<file path="src/asrp_pkg.sv">
package asrp_pkg;

   localparam int DATA_BITS = 8;
   localparam int BYTE_BITS = 8;
   localparam int PERIOD_BITS = 16;
   localparam int COUNT_BITS = 17;
   localparam int INDEX_BITS = 4;
   localparam int CSR_INDEX_BITS = 2;

   localparam logic [PERIOD_BITS-1:0] BIT_PERIOD_RESET = 16'd200;
   localparam logic PARITY_ODD_RESET = 1'b1;

   localparam logic [CSR_INDEX_BITS-1:0] CSR_BIT_PERIOD = 2'd0;
   localparam logic [CSR_INDEX_BITS-1:0] CSR_PARITY_ODD = 2'd1;

   typedef enum logic [2:0] {
      PHASE_HUNT    = 3'b001,
      PHASE_SAMPLE  = 3'b010,
      PHASE_DELIVER = 3'b100
   } phase_type;

   typedef struct packed {
      logic                 fire;
      logic [BYTE_BITS-1:0] data_byte;
      logic                 parity_ok;
   } result_type;

endpackage

</file>
<file path="src/asrp_req_if.sv">
interface asrp_req_if;
   logic valid;
   logic ready;
   logic line_level;

   modport source (output valid, output line_level, input ready);
   modport sink (input valid, input line_level, output ready);
endinterface

</file>
<file path="src/asrp_rsp_if.sv">
interface asrp_rsp_if;
   logic                           valid;
   logic                           ready;
   logic [asrp_pkg::BYTE_BITS-1:0] data_byte;
   logic                           parity_ok;

   modport source (output valid, output data_byte, output parity_ok, input ready);
   modport sink (input valid, input data_byte, input parity_ok, output ready);
endinterface

</file>
<file path="src/asrp_core.sv">
module asrp_core (
   input  logic                                clock,
   input  logic                                reset,
   input  logic                                accept,
   input  logic                                line_level,
   input  logic                                csr_write_enable,
   input  logic [asrp_pkg::CSR_INDEX_BITS-1:0] csr_index,
   input  logic [asrp_pkg::PERIOD_BITS-1:0]    csr_write_data,
   output logic                                deliver_due,
   output asrp_pkg::result_type                result
);

   asrp_pkg::phase_type                phase_ff, phase_in;
   logic [asrp_pkg::COUNT_BITS-1:0]    tick_count_ff, tick_count_in;
   logic [asrp_pkg::INDEX_BITS-1:0]    bit_index_ff, bit_index_in;
   logic [asrp_pkg::BYTE_BITS-1:0]     shift_data_ff, shift_data_in;
   logic                               ones_parity_ff, ones_parity_in;
   logic                               parity_sample_ff, parity_sample_in;
   logic [asrp_pkg::PERIOD_BITS-1:0]   bit_period_ff, bit_period_in;
   logic                               parity_odd_ff, parity_odd_in;

   logic                               expired;
   logic [asrp_pkg::COUNT_BITS-1:0]    period_ext;
   logic [asrp_pkg::COUNT_BITS-1:0]    start_wait;

   assign expired = (tick_count_ff <= asrp_pkg::COUNT_BITS'(1));
   assign period_ext = asrp_pkg::COUNT_BITS'(bit_period_ff);
   assign start_wait = period_ext + (period_ext >> 1);
   assign deliver_due = (phase_ff == asrp_pkg::PHASE_DELIVER) && expired;

   always_comb begin
      bit_period_in = bit_period_ff;
      parity_odd_in = parity_odd_ff;
      if (csr_write_enable) begin
         case (csr_index)
            asrp_pkg::CSR_BIT_PERIOD: bit_period_in = csr_write_data;
            asrp_pkg::CSR_PARITY_ODD: parity_odd_in = csr_write_data[0];
            default: ;
         endcase
      end
   end

   always_comb begin
      phase_in = phase_ff;
      tick_count_in = tick_count_ff;
      bit_index_in = bit_index_ff;
      shift_data_in = shift_data_ff;
      ones_parity_in = ones_parity_ff;
      parity_sample_in = parity_sample_ff;
      result.fire = 1'b0;
      result.data_byte = shift_data_ff;
      result.parity_ok = ((ones_parity_ff ^ parity_sample_ff) == parity_odd_ff);
      if (accept) begin
         case (phase_ff)
            asrp_pkg::PHASE_SAMPLE: begin
               if (expired) begin
                  if (bit_index_ff < asrp_pkg::INDEX_BITS'(asrp_pkg::DATA_BITS)) begin
                     if (line_level
                         && bit_index_ff < asrp_pkg::INDEX_BITS'(asrp_pkg::BYTE_BITS)) begin
                        shift_data_in[bit_index_ff[2:0]] = 1'b1;
                        ones_parity_in = ~ones_parity_ff;
                     end
                     bit_index_in = bit_index_ff + asrp_pkg::INDEX_BITS'(1);
                  end else begin
                     parity_sample_in = line_level;
                     phase_in = asrp_pkg::PHASE_DELIVER;
                  end
                  tick_count_in = period_ext;
               end else begin
                  tick_count_in = tick_count_ff - asrp_pkg::COUNT_BITS'(1);
               end
            end
            asrp_pkg::PHASE_DELIVER: begin
               if (expired) begin
                  tick_count_in = '0;
                  result.fire = 1'b1;
                  phase_in = asrp_pkg::PHASE_HUNT;
               end else begin
                  tick_count_in = tick_count_ff - asrp_pkg::COUNT_BITS'(1);
               end
            end
            default: begin
               phase_in = asrp_pkg::PHASE_HUNT;
               if (!line_level) begin
                  phase_in = asrp_pkg::PHASE_SAMPLE;
                  tick_count_in = start_wait;
                  bit_index_in = '0;
                  shift_data_in = '0;
                  ones_parity_in = 1'b0;
                  parity_sample_in = 1'b0;
               end
            end
         endcase
      end
   end

   always_ff @(posedge clock) begin
      if (reset) begin
         phase_ff <= asrp_pkg::PHASE_HUNT;
         tick_count_ff <= '0;
         bit_index_ff <= '0;
         shift_data_ff <= '0;
         ones_parity_ff <= 1'b0;
         parity_sample_ff <= 1'b0;
         bit_period_ff <= asrp_pkg::BIT_PERIOD_RESET;
         parity_odd_ff <= asrp_pkg::PARITY_ODD_RESET;
      end else begin
         phase_ff <= phase_in;
         tick_count_ff <= tick_count_in;
         bit_index_ff <= bit_index_in;
         shift_data_ff <= shift_data_in;
         ones_parity_ff <= ones_parity_in;
         parity_sample_ff <= parity_sample_in;
         bit_period_ff <= bit_period_in;
         parity_odd_ff <= parity_odd_in;
      end
   end

endmodule

</file>
<file path="src/asrp_out_reg.sv">
module asrp_out_reg (
   input  logic                 clock,
   input  logic                 reset,
   input  asrp_pkg::result_type result,
   output logic                 full,
   asrp_rsp_if.source           rsp
);

   logic                           valid_ff, valid_in;
   logic [asrp_pkg::BYTE_BITS-1:0] data_byte_ff, data_byte_in;
   logic                           parity_ok_ff, parity_ok_in;

   always_comb begin
      valid_in = valid_ff;
      data_byte_in = data_byte_ff;
      parity_ok_in = parity_ok_ff;
      if (result.fire) begin
         valid_in = 1'b1;
         data_byte_in = result.data_byte;
         parity_ok_in = result.parity_ok;
      end else if (rsp.ready) begin
         valid_in = 1'b0;
      end
   end

   always_ff @(posedge clock) begin
      if (reset) begin
         valid_ff <= 1'b0;
      end else begin
         valid_ff <= valid_in;
      end
      data_byte_ff <= data_byte_in;
      parity_ok_ff <= parity_ok_in;
   end

   assign full = valid_ff && !rsp.ready;
   assign rsp.valid = valid_ff;
   assign rsp.data_byte = data_byte_ff;
   assign rsp.parity_ok = parity_ok_ff;

endmodule

</file>
<file path="src/async_serial_receiver_parity_unit.sv">
// Output: a byte appears on rsp in the cycle after the delivery sample, which comes
//   after the parity sample of that byte; bit period 0 counts as 1.
// Throughput: one line sample per cycle; req stalls only when a finished
//   byte is due while the previous one still waits in the output register.
// Reset: synchronous, active high; hunts for a start bit, bit period 200, odd parity.
module async_serial_receiver_parity_unit (
   input  logic                                clock,
   input  logic                                reset,
   asrp_req_if.sink                            req_ch,
   asrp_rsp_if.source                          rsp_ch,
   input  logic                                csr_write_enable,
   input  logic [asrp_pkg::CSR_INDEX_BITS-1:0] csr_index,
   input  logic [asrp_pkg::PERIOD_BITS-1:0]    csr_write_data
);

   logic                 accept;
   logic                 deliver_due;
   logic                 out_full;
   asrp_pkg::result_type result;

   assign req_ch.ready = !(deliver_due && out_full);
   assign accept = req_ch.valid && req_ch.ready;

   asrp_core u_core (
      .clock            (clock),
      .reset            (reset),
      .accept           (accept),
      .line_level       (req_ch.line_level),
      .csr_write_enable (csr_write_enable),
      .csr_index        (csr_index),
      .csr_write_data   (csr_write_data),
      .deliver_due      (deliver_due),
      .result           (result)
   );

   asrp_out_reg u_out_reg (
      .clock  (clock),
      .reset  (reset),
      .result (result),
      .full   (out_full),
      .rsp    (rsp_ch)
   );

endmodule

</file>
<file path="src/flat_wrapper.sv">
// flat-port wrapper written by rule: the top's interface ports become plain ports
module async_serial_receiver_parity_unit_flat 
  (clock, reset, csr_write_enable, csr_index, csr_write_data, req_ch_valid, req_ch_line_level, req_ch_ready, rsp_ch_valid, rsp_ch_data_byte, rsp_ch_parity_ok, rsp_ch_ready);
  asrp_req_if req_ch_i ();
  asrp_rsp_if rsp_ch_i ();
  input  logic clock;
  input  logic reset;
  input  logic csr_write_enable;
  input  logic [asrp_pkg::CSR_INDEX_BITS-1:0] csr_index;
  input  logic [asrp_pkg::PERIOD_BITS-1:0] csr_write_data;
  input wire logic [$bits(req_ch_i.valid)-1:0] req_ch_valid;
  input wire logic [$bits(req_ch_i.line_level)-1:0] req_ch_line_level;
  output wire logic [$bits(req_ch_i.ready)-1:0] req_ch_ready;
  output wire logic [$bits(rsp_ch_i.valid)-1:0] rsp_ch_valid;
  output wire logic [$bits(rsp_ch_i.data_byte)-1:0] rsp_ch_data_byte;
  output wire logic [$bits(rsp_ch_i.parity_ok)-1:0] rsp_ch_parity_ok;
  input wire logic [$bits(rsp_ch_i.ready)-1:0] rsp_ch_ready;
  assign req_ch_i.valid = req_ch_valid;
  assign req_ch_i.line_level = req_ch_line_level;
  assign req_ch_ready = req_ch_i.ready;
  assign rsp_ch_valid = rsp_ch_i.valid;
  assign rsp_ch_data_byte = rsp_ch_i.data_byte;
  assign rsp_ch_parity_ok = rsp_ch_i.parity_ok;
  assign rsp_ch_i.ready = rsp_ch_ready;
  async_serial_receiver_parity_unit u_core (.clock(clock), .reset(reset), .req_ch(req_ch_i), .rsp_ch(rsp_ch_i), .csr_write_enable(csr_write_enable), .csr_index(csr_index), .csr_write_data(csr_write_data));
endmodule
</file>
<file path="config.mk">
export PLATFORM = sky130hd
export DESIGN_NAME = async_serial_receiver_parity_unit_flat
export DESIGN_NICKNAME = d
export VERILOG_FILES = /design/src/asrp_pkg.sv /design/src/asrp_req_if.sv /design/src/asrp_rsp_if.sv /design/src/asrp_core.sv /design/src/asrp_out_reg.sv /design/src/async_serial_receiver_parity_unit.sv /design/src/flat_wrapper.sv
export SDC_FILE = /design/constraint.sdc
export NUM_CORES = 1
export LEC_CHECK = 0
export ABC_CLOCK_PERIOD_IN_PS = 3800
export BUFFER_PORTS_ARGS = -buffer_cell sky130_fd_sc_hd__buf_2
export CORE_ASPECT_RATIO = 1.1
export CORE_MARGIN = 1
export CORE_UTILIZATION = 60
export CTS_BUF_LIST = sky130_fd_sc_hd__clkbuf_4 sky130_fd_sc_hd__clkbuf_8
export CTS_CLUSTER_SIZE = 20
export DETAILED_ROUTE_END_ITERATION = 10
export GPL_ROUTABILITY_DRIVEN = 0
export PLACE_DENSITY = 0.8
export SYNTH_ARGS = -nofsm -noshare
export SYNTH_HDL_FRONTEND = slang
export SYNTH_SLANG_ARGS = --single-unit
</file>
<file path="constraint.sdc">
create_clock -name clock -period 3.8 [get_ports clock]
set_clock_uncertainty 0.1 [all_clocks]
set_input_delay 0.38 -clock clock [delete_from_list [all_inputs] [get_ports clock]]
set_output_delay 0.38 -clock clock [all_outputs]
set_load 0.02 [all_outputs]
</file>
* After elaboration in Yosys (flattened, before gate mapping)
Cells that the tools add are included.
** Operators by class
- Bitwise gates (word level) :: 4
- Order comparisons :: 4
- Reduce and logical (&&, ||, !) cells :: 17
- Mux-type cells :: 33
- Eq/ne operators :: 11
- $add $sub $neg :: 3
** Operator list (number)
- 17-bit two-way mux :: 3
- 17-bit case mux with 2 select lines :: 1
- 8-bit two-way mux :: 4
- 16-bit by 15-bit adder with 17-bit output :: 1
- 17-bit by 1-bit less-or-equal comparator with 1-bit output (second input constant) :: 1
- 17-bit by 1-bit subtractor with 17-bit output (second input constant) :: 1
- 8-bit case mux with 2 select lines :: 1
- 1-bit two-way mux :: 12
- 4-bit two-way mux :: 3
- 2-bit != test (second input constant) :: 5
- 5-bit AND reduction :: 2
- 3-bit two-way mux :: 3
- 8-bit OR :: 1
- 4-bit case mux with 2 select lines :: 1
- 1-bit logical AND :: 6
- 3-bit case mux with 2 select lines :: 1
- 2-bit AND reduction :: 3
- 6-bit AND reduction :: 1
- 4-bit by 1-bit adder with 4-bit output (second input constant) :: 1
- 3-bit by 4-bit less-than comparator with 1-bit output (second input constant) :: 1
- 4-bit less-than comparator (second input constant) :: 1
- 1-bit case mux with 2 select lines :: 2
- 4-bit AND reduction :: 1
- 1-bit demux with 3-bit select :: 1
- 13 further kinds :: 15
** Storage, ports and cells
- Word-level logic and storage cells :: 83
- Flip-flop bits (word level) :: 61
- Input port bits :: 24
- Output and inout bits :: 11

* Longest topological paths before layout
Gate-level depths: netlist (run 1).
- Depth after elaboration :: 9
- Depth in mapped cells :: 9
- Gate-level depth less buffers :: 8

* Cells and area by module
Synthesis (run 1) repeated with hierarchy kept, for this count alone.
** Second synthesis, totals
- Cell total of the unflattened synthesis :: 452
- Area total of the unflattened synthesis :: 3838.7 um^2
** Modules (own cells, without submodules)
- asrp_core :: area each 3513.4 um^2, cells each 438, instances 1, seq. area each 1021.0 um^2
- asrp_out_reg :: area each 314.1 um^2, cells each 12, instances 1, seq. area each 290.3 um^2
- async_serial_receiver_parity_unit :: area each 11.3 um^2, cells each 2, instances 1, seq. area each 0.0 um^2

* Worst setup path after synthesis (run 1)
No wires, ideal clock.
- Path type :: reg2reg
- From :: register u_core.u_core.tick_count_ff[6] (netlist name)
- To :: register u_core.u_out_reg.data_byte_ff, in the netlist u_core.u_out_reg.rsp.data_byte[0], enable pin
- Data required time :: 3301 ps
- Cell stages (with the launch flop) :: 6
- Arrival time :: 2235 ps
- Path slack :: 1066 ps
- Setup time :: 399 ps
- Period minus slack after synthesis :: 2734 ps
- Path buffers :: 1
- Path through :: dfxtp_1 buf_6 or4_1 nor2_1 nand2_1 nor4_1
** RTL lines
- start, declared :: RTL line asrp_core.sv:14 : logic [asrp_pkg::COUNT_BITS-1:0] tick_count_ff, tick_count_in;
- start signal, assigned :: RTL line asrp_core.sv:109 : tick_count_ff <= tick_count_in;
- end signal, assigned :: RTL line asrp_out_reg.sv:32 : data_byte_ff <= data_byte_in;
- end, declared :: RTL line asrp_out_reg.sv:10 : logic [asrp_pkg::BYTE_BITS-1:0] data_byte_ff, data_byte_in;

==> flow_summary.yaml, run 1 <==
die:
  die_area_um2: 6767
  start_util_pct: 62.40
  fp-row-count: 30
  die_x_um: 78.53
  coreArea_um2: 6193
  die_h_um: 86.18
  io_pins: 35
drt:
  m1WireLength_um: 3822
  drc_errors: 0
  highest_layer: "met4"
  drtPass1Iterations: 6
  wl_met3_um: 540
  ant_nets: 0
  dr_wl_met2_um: 4708
  routed_wl_um: 9441
  drt-initial-drc-count: 288
  wl_per_cell_um: 16.98
  viasPerCell: 6.345
  via_count: 3528
clock_tree:
  cts-root-buf: "clkbuf_8"
  post-cts-setup-buffers: 0
  cts_tree: "done"
  clk_path_buf_depth: 2
  cts_sinks: 61
  clk_pin_slew_ps: 80
  clk_latency_ps: 360
  cts_buffers: 9
  h-tree-depth: 3
  ctsResizeCount: 0
  hold_buffers: 0
pwr:
  intPower_mw: 1.249
  ir_drop_v: 0.0003676
  seq_power_share_pct: 41.0
  comb_power_share_pct: 17.2
  p_per_area_nw_per_um2: 401.4
  clockPowerShare_pct: 41.8
  total_power_mw: 1.728
  p_sw_mw: 0.4795
  switching_share_pct: 27.74
  p_leak_nw: 1.733
timing:
  setup_tns_ps: 0
  setup-violations-final: 0
  worst_slew_pin_slew_ps: 997.3
  hold_violations: 0
  fin_crit_sh_pct: 69.80
  max_freq_ghz: 0.3770
  setup_ws_ps: 1147
  period_needed_ps: 2653
  slew_headroom_pct: 32.96
  drv_slew: 0
  rsz0062_at_grt: "no"
setup_path:
  worstSetupPathType: "register to register"
  cp_top_family: "simple AND/OR/NAND/NOR gates"
  cp.depth: 4
  crit_buf_inv: 0
  cp_max_fo: 9
  worstPathCellList: "or4_1 > nor2_1 > nand2_1 > nor4_2"
  cp_slowest_cell: "nor4_2"
  cp-start-kind: "register"
  ff2ff_path_depth: 4
  critPathArrivalTime_ps: 2520
  cp_data_required_time_ps: 3670
  cp-end-kind: "register"
  cpPeakStageDelay_ps: 900
placement:
  port_buffers: 34
  place_area_um2: 4058
  dp_hpwl_um: 6634
  place_ws_ps: 1161
synth:
  syn_nets: 488
  synth_top_cell_by_area: "dfxtp_1"
  synth_edf_count: 9
  synth_cell_types: 63
  synth-seq-cells: 61
  netlist_instances: 443
  ys_seq_area_share_pct: 33.93
  avgSynthCellArea_um2: 8.725
  syn_area_um2: 3865
  ys_warn_count: 0
  synth_top_cell_area_share_pct: 26.93
  ys.flop_type: "dfxtp_1"
  synthArstFlopShare_pct: 0
  synth_area_leaders: "dfxtp_1, edfxtp_1, ha_1, nand2_1, a21oi_1"
final_layout:
  drive_above_1_share_pct: 15.13
  antenna_cells: 0
  area_growth_pct: 11.40
  fill_cells: 496
  final_common_cell: "dfxtp_1"
  fin_area_um2: 4305
  final_cell_mix: "dfxtp_1, nand2_1, nor2_1"
  nets: 516
flow_run:
  max_cap_violations: 0
hold_path:
  holdPathStages: 3
  hold_class: "input pin to register"
global_route:
  grt_max_degree: 48
  grt_pass1_wl_um: 15170
  grt_usage_pct: 29.20
  gr-total-overflow: 0
  antenna_found_initial: 0
  grt_pass1_vias: 3344
status:
  status: "finished, final reports clean"
cell usage after synthesis (3+ instances only):
cell type	instances
nand2_1	46
a211oi_1	13
xnor2_1	13
mux2i_1	5
nor4_2	3
and2_1	4
a31oi_1	9
a21oi_1	34
nand4b_1	3
o21a_1	11
nand3_1	6
o21ai_0	16
nor3_1	9
nor2b_1	4
dfxtp_1	52
or3_1	5
nor4_1	4
o22ai_1	5
o31ai_1	5
a211oi_2	4
nor3b_1	4
a21o_1	7
inv_1	9
buf_2	4
xor2_1	13
and3_1	4
clkbuf_1	12
buf_6	3
o211ai_1	5
nor2_1	42
ha_1	20
a222oi_1	6
nand3b_1	9
edfxtp_1	9
nand2b_1	5
o21bai_1	4
power by group through the flow:
stage	Sequential (mW)	Clock (mW)	Combinational (mW)
3_5_place_dp	0.722	0	0.289
6_report	0.709	0.723	0.297
2_1_floorplan	0.711	0	0.237
3_3_place_gp	0.721	0	0.282
4_1_cts	0.707	0.725	0.293
5_1_grt	0.712	0.750	0.326
layout make-up:
type                       instances  area (µm²)  area share (%)
timing repair buffer              36       185.2           4.301
tap                               80       100.1           2.325
clock buffer                      10       137.6           3.197
clock inverter                     6       110.1           2.557
sequential                        61        1311           30.46
inverter                           9       33.78          0.7847
multi-input combinational        354        2427           56.38
kinds of logic (layout without fill, tap and decap cells):
logic type	Yosys count	in the layout	share of synthesized area (%)
compound gates	141	141	26.19
xor+xnor	26	26	5.892
fa+ha+maj	21	21	6.993
buf+inv	28	61	3.431
flops	61	61	33.93
mux	5	5	1.295
simple gates	161	161	22.27
worst register-to-register path, cell delays in order, from the launching register on:
cell,delay (ps)
dfxtp_1,400
or4_1,610
nor2_1,160
nand2_1,100
nor4_2,900
path summary, 6_finish.rpt:
| path | startpoint | slack [ps] | end |
|---|---|---|---|
| max | u_core.u_core.tick_count_ff[6] | 1150 | u_core.u_out_reg.rsp.data_byte[4] |
| min | csr_write_data[6] | 130 | u_core.u_core.bit_period_ff[6] |
| max reg2reg | u_core.u_core.tick_count_ff[6] | 1150 | u_core.u_out_reg.rsp.data_byte[4] |
| min reg2reg | u_core.u_core.shift_data_ff[1] | 330 | u_core.u_out_reg.rsp.data_byte[1] |
state kept, by name (all words and copies together), names as in the netlist:
register and flops:
u_core.u_core.tick_count_ff 17, u_core.u_core.bit_period_ff 16, u_core.u_core.shift_data_ff 8, u_core.u_out_reg.rsp.data_byte 8
u_core.u_core.bit_index_ff 4, u_core.u_core.phase_ff 3, u_core.u_core.ones_parity_ff 1, u_core.u_core.parity_odd_ff 1
u_core.u_core.parity_sample_ff 1, u_core.u_out_reg.rsp.parity_ok 1, u_core.u_out_reg.rsp.valid 1
per-stage QoR:
step | hold slack (ps) | instances | util [%]
floorplan | 308.8 | 443 | -
global placement | 317.6 | 540 | 65.52
detailed placement | 320.8 | 540 | 65.52
CTS | 129.8 | 556 | 69.52
global route | 131.5 | 556 | 69.52
finish | 130.7 | 556 | 69.52
per-layer routing:
metal / GRT usage, % / vias up
met4: 17.68 / 0
li1: - / 1710
met3: 6.632 / 36
met1: 31.99 / 1649
met2: 51.23 / 133
met5: 0 / -
Power figures use the tool's default switching activity.
==> run 2: changes to the inputs <==
--- a/config.mk
+++ b/config.mk
@@ -5,16 +5,17 @@
 export SDC_FILE = /design/constraint.sdc
 export NUM_CORES = 1
 export LEC_CHECK = 0
-export ABC_CLOCK_PERIOD_IN_PS = 3800
+export ABC_AREA = 1
+export ABC_CLOCK_PERIOD_IN_PS = 2440
 export BUFFER_PORTS_ARGS = -buffer_cell sky130_fd_sc_hd__buf_2
 export CORE_ASPECT_RATIO = 1.1
 export CORE_MARGIN = 1
-export CORE_UTILIZATION = 60
+export CORE_UTILIZATION = 56
 export CTS_BUF_LIST = sky130_fd_sc_hd__clkbuf_4 sky130_fd_sc_hd__clkbuf_8
 export CTS_CLUSTER_SIZE = 20
 export DETAILED_ROUTE_END_ITERATION = 10
 export GPL_ROUTABILITY_DRIVEN = 0
-export PLACE_DENSITY = 0.8
+export PLACE_DENSITY = 0.79
 export SYNTH_ARGS = -nofsm -noshare
 export SYNTH_HDL_FRONTEND = slang
 export SYNTH_SLANG_ARGS = --single-unit
==> constraint.sdc (replaced) <==
create_clock -name clock -period 2.44 [get_ports clock]
set_clock_uncertainty 0.1 [all_clocks]
set_input_delay 0.244 -clock clock [delete_from_list [all_inputs] [get_ports clock]]
set_output_delay 0.244 -clock clock [all_outputs]
set_load 0.02 [all_outputs]
==> run 2 against run 1 <==
Effect of this change:
- register-to-register slack lost 890 ps
- synthesized area grew 5.0%
- sequential cell count is the same
- largest cell class unchanged
- highest routed layer unchanged
==> flow_summary.yaml, run 2 <==
status:
  status: "finished, final reports clean"
global_route:
  grt_usage_pct: 27.78
  gr-total-overflow: 0
  met1_usage_pct: 31.48
  grt.met2_usage_pct: 49.45
  grt_pass1_vias: 3902
  top_usage_layer: "met2"
  antenna_found_initial: 0
  grt_use_met3_pct: 6.182
  grt_pass1_wl_um: 17010
  grt_max_degree: 31
final_layout:
  drive_above_1_share_pct: 13.22
  largest-register: "u_core.u_core.tick_count_ff"
  fin_area_um2: 4518
  final_cell_mix: "nand2_1, nor2_1, inv_1"
  antenna_cells: 0
  reg_top3: "u_core.u_core.tick_count_ff x17, u_core.u_core.bit_period_ff x16"
  final_common_cell: "nand2_1"
  area_growth_pct: 11.35
  largest_register_ff_count: 17
  nets: 698
die:
  coreArea_um2: 7007
  start_util_pct: 57.91
  die_area_um2: 7590
  io_pins: 35
  die_x_um: 83.16
  die_h_um: 91.28
  fp-row-count: 32
timing:
  fin_crit_sh_pct: 89.37
  max_freq_ghz: 0.4586
  hold_ws_ps: 9.095
  worst_slew_pin_slew_ps: 503.3
  period_needed_ps: 2181
  rsz0062_at_grt: "no"
  setup_tns_ps: 0
  setup-violations-final: 0
  drv_slew: 0
  slew_headroom_pct: 66.41
  setup_ws_ps: 259.4
  hold_violations: 0
clock_tree:
  cts_tree: "done"
  clk_latency_ps: 350
  clk_pin_slew_ps: 80
  cts_buffers: 9
  clk_path_buf_depth: 2
  cts_sinks: 61
  post-cts-setup-buffers: 0
  h-tree-depth: 3
  cts-root-buf: "clkbuf_8"
pwr:
  p_per_area_nw_per_um2: 568.3
  ir_drop_v: 0.0005045
  total_power_mw: 2.568
  p_leak_nw: 2.197
synth:
  synth_top_cell_area_share_pct: 25.66
  ys_warn_count: 0
  synth_cell_types: 34
  avgSynthCellArea_um2: 6.587
  netlist_instances: 616
  post-synth-top-count-cell: "nand2_1"
  synth_area_leaders: "dfxtp_1, nand2_1, nor2_1, edfxtp_1, ha_1"
  syn_area_um2: 4058
  synth_top_cell_by_area: "dfxtp_1"
  synthArstFlopShare_pct: 0
  syn_nets: 661
  ys_seq_area_share_pct: 32.32
  ys_top_cells_by_count: "nand2_1, nor2_1, inv_1, dfxtp_1, nand3_1"
  ys.flop_type: "dfxtp_1"
  synth-seq-cells: 61
  synth_edf_count: 9
setup_path:
  cp-end-kind: "register"
  cp_max_fo: 5
  r2r_end: "u_core.u_core.tick_count_ff[8]"
  worstPathCellList: "ha_1 > fa_1 > nand3_1 > nand2_1 > nand2_1 > nand2_1 > or2_2 > nand3_1 > nand3_1 > nor2_1 > nor2_1"
  cpPeakStageDelay_ps: 420
  worstSetupPathType: "register to register"
  cp_data_required_time_ps: 2580
  critPathArrivalTime_ps: 2320
  r2r_start: "u_core.u_core.bit_period_ff[1]"
  cp-start-kind: "register"
  reg2reg_slack_ps: 260
  cp_slowest_cell: "fa_1"
  ff2ff_path_depth: 11
drt:
  drc_errors: 0
  drtPass1Iterations: 6
  wl_per_cell_um: 13.30
  ant_nets: 0
  routed_wl_um: 9883
  drt-initial-drc-count: 270
  via_count: 4026
  viasPerCell: 5.419
placement:
  place_ws_ps: 220.8
  port_buffers: 34
  place_area_um2: 4298
  dp_hpwl_um: 7436
hold_path:
  holdPathStages: 3
  hold_start: "csr_write_data[4]"
  hold_class: "input pin to register"
  holdPathEnd: "u_core.u_core.bit_period_ff[4]"
flow_run:
  max_cap_violations: 0
run 2: logic make-up after synthesis:
kind of cell    after synthesis  synth area share [%]
xor+xnor                     14                 3.022
flops                        61                 32.32
buf+inv                      80                 7.987
fa+ha+maj                    21                 6.661
simple gates                355                 38.82
compound gates               85                 11.19
run 2: timing repair:
item,in CTS,in global routing
gates resized for setup,0,1
hold buffers,1,0
hold endpoints to repair,1,0
endpoints found under the setup margin,0,3
run 2: metrics by stage:
| step | utilization [%] | std cells |
|---|---|---|
| after CTS | 64.41 | 743 |
| after global routing | 64.48 | 743 |
| final | 64.48 | 743 |
| after floorplan | - | 616 |
| after detailed placement | 61.34 | 726 |
| after global placement | 61.34 | 726 |
run 2: layer usage:
layer | up-vias | wire, µm
met2 | 104 | 4852
met1 | 1829 | 4179
li1 | 2062 | -
met4 | 0 | 361
met3 | 31 | 489
met5 | - | 0
run 2: power breakdown:
part / internal (mW) / leakage [nW] / total (mW) / switching, mW
combinational: 0.189 / 1.58 / 0.514 / 0.325
clock: 0.512 / 0.103 / 0.945 / 0.432
sequential: 1.06 / 0.510 / 1.11 / 0.0501
total: 1.76 / 2.20 / 2.57 / 0.808
run 2: how the worst max path moves through the flow:
| stage | start | slack (ps) | end | cells after the start |
|---|---|---|---|---|
| finish | u_core.u_core.bit_period_ff[1] | 260 | u_core.u_core.tick_count_ff[8] | 11 |
| detailed placement | u_core.u_core.tick_count_ff[1] | 220 | u_core.u_out_reg.rsp.data_byte[3] | 11 |
| CTS | u_core.u_core.tick_count_ff[1] | 190 | u_core.u_out_reg.rsp.data_byte[2] | 11 |
| global placement | u_core.u_core.tick_count_ff[1] | 350 | u_core.u_out_reg.rsp.data_byte[3] | 11 |
| global route | u_core.u_core.bit_period_ff[1] | 100 | u_core.u_core.tick_count_ff[10] | 13 |
| floorplan | u_core.u_core.bit_period_ff[2] | 460 | u_core.u_core.tick_count_ff[7] | 10 |
run 2: critical path: cells and delay by family, from the launching register on:
family | cells | cell delay, ps
flops | 1 | 370
fa+ha+maj | 2 | 670
simple gates | 9 | 930
run 2: layout make-up:
| class | instances | area (µm²) |
|---|---|---|
| timing repair buffer | 40 | 217.7 |
| clock inverter | 5 | 60.06 |
| tap | 85 | 106.4 |
| inverter | 66 | 250.2 |
| multi-input combinational | 475 | 2427 |
| sequential | 61 | 1311 |
| clock buffer | 11 | 145.1 |
| fill | 642 | 2489 |
==> run 3: changes to the inputs <==
--- a/config.mk
+++ b/config.mk
@@ -15,6 +15,7 @@
 export CTS_CLUSTER_SIZE = 20
 export DETAILED_ROUTE_END_ITERATION = 10
 export GPL_ROUTABILITY_DRIVEN = 0
+export HOLD_SLACK_MARGIN = 0.15
 export PLACE_DENSITY = 0.79
 export SYNTH_ARGS = -nofsm -noshare
 export SYNTH_HDL_FRONTEND = slang
==> run 3 against run 2 <==
Effect of this change:
- global-route usage grew 0.47 points
- count of clock-buffer cells in the layout is the same
- register-to-register slack is essentially flat
- sequential share of layout area shrank 1.1 points
- critical path depth is the same
- worst hold slack gained 150 ps
- critical path type unchanged
==> flow_summary.yaml, run 3 (synthesized netlist as in run 2, its figures left out) <==
status:
  status: "finished, final reports clean"
pwr:
  p_leak_nw: 2.270
  p_per_area_nw_per_um2: 550.7
  ir_drop_v: 0.0005025
global_route:
  grt_max_degree: 31
  grt_pass1_vias: 3990
  grt_usage_pct: 28.25
  gr-total-overflow: 0
  antenna_found_initial: 0
  grt_pass1_wl_um: 17330
flow_run:
  max_cap_violations: 0
final_layout:
  drive_above_1_share_pct: 12.87
  nets: 716
  area_growth_pct: 15.79
  reg_top3: "u_core.u_core.tick_count_ff x17, u_core.u_core.bit_period_ff x16"
  final_cell_mix: "nand2_1, nor2_1, inv_1"
  final_cells: 761
  antenna_cells: 0
  final_common_cell: "nand2_1"
  largest-register: "u_core.u_core.tick_count_ff"
  fill_cells: 618
  largest_register_ff_count: 17
drt:
  via_count: 4117
  drt-initial-drc-count: 278
  wl_per_cell_um: 13.24
  routed_wl_um: 10080
  ant_nets: 0
  viasPerCell: 5.410
  drc_errors: 0
  drtPass1Iterations: 5
setup_path:
  critPathArrivalTime_ps: 2330
  cp-end-kind: "register"
  crit_buf_inv: 0
  cp_top_family: "simple AND/OR/NAND/NOR gates"
  cpPeakStageDelay_ps: 420
  cp_slowest_cell: "fa_1"
  worstPathCellList: "ha_1 > fa_1 > nand3_1 > nand2_1 > nand2_1 > nand2_1 > or2_2 > nand3_1 > nand3_1 > nor2_1 > nor2_1"
  cp-start-kind: "register"
  worstSetupPathType: "register to register"
  cp_data_required_time_ps: 2580
  cp_max_fo: 5
timing:
  fin_crit_sh_pct: 89.44
  setup_tns_ps: 0
  drv_slew: 0
  worst_slew_pin_slew_ps: 531.1
  hold_violations: 0
  rsz0062_at_grt: "no"
  slew_headroom_pct: 64.55
  setup-violations-final: 0
  max_freq_ghz: 0.4582
  period_needed_ps: 2182
clock_tree:
  h-tree-depth: 3
  cts_sinks: 61
  cts_buffers: 9
  clk_latency_ps: 350
  clk_pin_slew_ps: 70
  cts-root-buf: "clkbuf_8"
  cts_tree: "done"
  clk_path_buf_depth: 2
die:
  die_x_um: 83.16
  start_util_pct: 57.91
  io_pins: 35
  die_area_um2: 7590
  die_h_um: 91.28
  coreArea_um2: 7007
  fp-row-count: 32
placement:
  dp.cells: 726
  dp_hpwl_um: 7436
  port_buffers: 34
hold_path:
  hold_class: "input pin to register"
## run 3: changes by cell type in the layout (fill, tap and decap cells not counted), sizes merged
| cell | delta |
|---|---|
| dlygate4sd3 | +18 |
## run 3: path summary, 6_finish.rpt
kind	from	depth (start not counted)	to	slack, ps
worst min-delay path	req_ch_line_level	5	u_core.u_core.parity_sample_ff	160
worst min register to register	u_core.u_core.shift_data_ff[1]	0	u_core.u_out_reg.rsp.data_byte[1]	340
worst max register to register	u_core.u_core.bit_period_ff[1]	11	u_core.u_core.tick_count_ff[8]	260
worst max-delay path	u_core.u_core.bit_period_ff[1]	11	u_core.u_core.tick_count_ff[8]	260
## run 3: per-stage QoR
stage | utilization [%] | power [mW] | instance area, µm² | worst slack (ps) | hold slack [ps]
global route | 67.05 | 2.719 | 4698 | 107.7 | 179.2
detailed placement | 61.34 | 1.632 | 4298 | 220.8 | 320.4
CTS | 66.98 | 2.592 | 4693 | 188.9 | 154.8
global placement | 61.34 | 1.619 | 4298 | 352.9 | 316.6
floorplan | - | 1.509 | 4058 | 455.6 | 270.3
finish | 67.05 | 2.587 | 4698 | 257.7 | 159.6
## run 3: report_power, final
group | internal (mW) | switching [mW] | total (mW)
sequential | 1.06 | 0.0499 | 1.11
combinational | 0.207 | 0.330 | 0.537
clock | 0.512 | 0.429 | 0.941
## run 3: timing repair
action                     in CTS  in global routing
setup buffers                   0                  0
gates resized for setup         0                  1
setup endpoints to repair       0                  3
hold buffers                   19                  0
hold endpoints to repair       18                  0
## run 3: final cells by class
class | instances | area (µm²) | share of cell area, %
sequential | 61 | 1311 | 27.91
inverter | 66 | 250.2 | 5.326
timing repair buffer | 58 | 397.9 | 8.469
multi-input combinational | 475 | 2427 | 51.66
tap | 85 | 106.4 | 2.264
clock inverter | 5 | 60.06 | 1.278
clock buffer | 11 | 145.1 | 3.089
## run 3: worst min-delay path: stages
cell     delay (ps)
buf_2           110
nand2_1          80
nand2_1          50
nand2_1          50
nor2_1           30
## run 3: metal layers
metal / vias up / track usage (%) / part of all wire (%)
met5: - / 0 / 0
met4: 0 / 12.64 / 3.5
met3: 28 / 6.182 / 4.8
met2: 107 / 50.75 / 50
met1: 1887 / 31.79 / 42
li1: 2095 / - / -
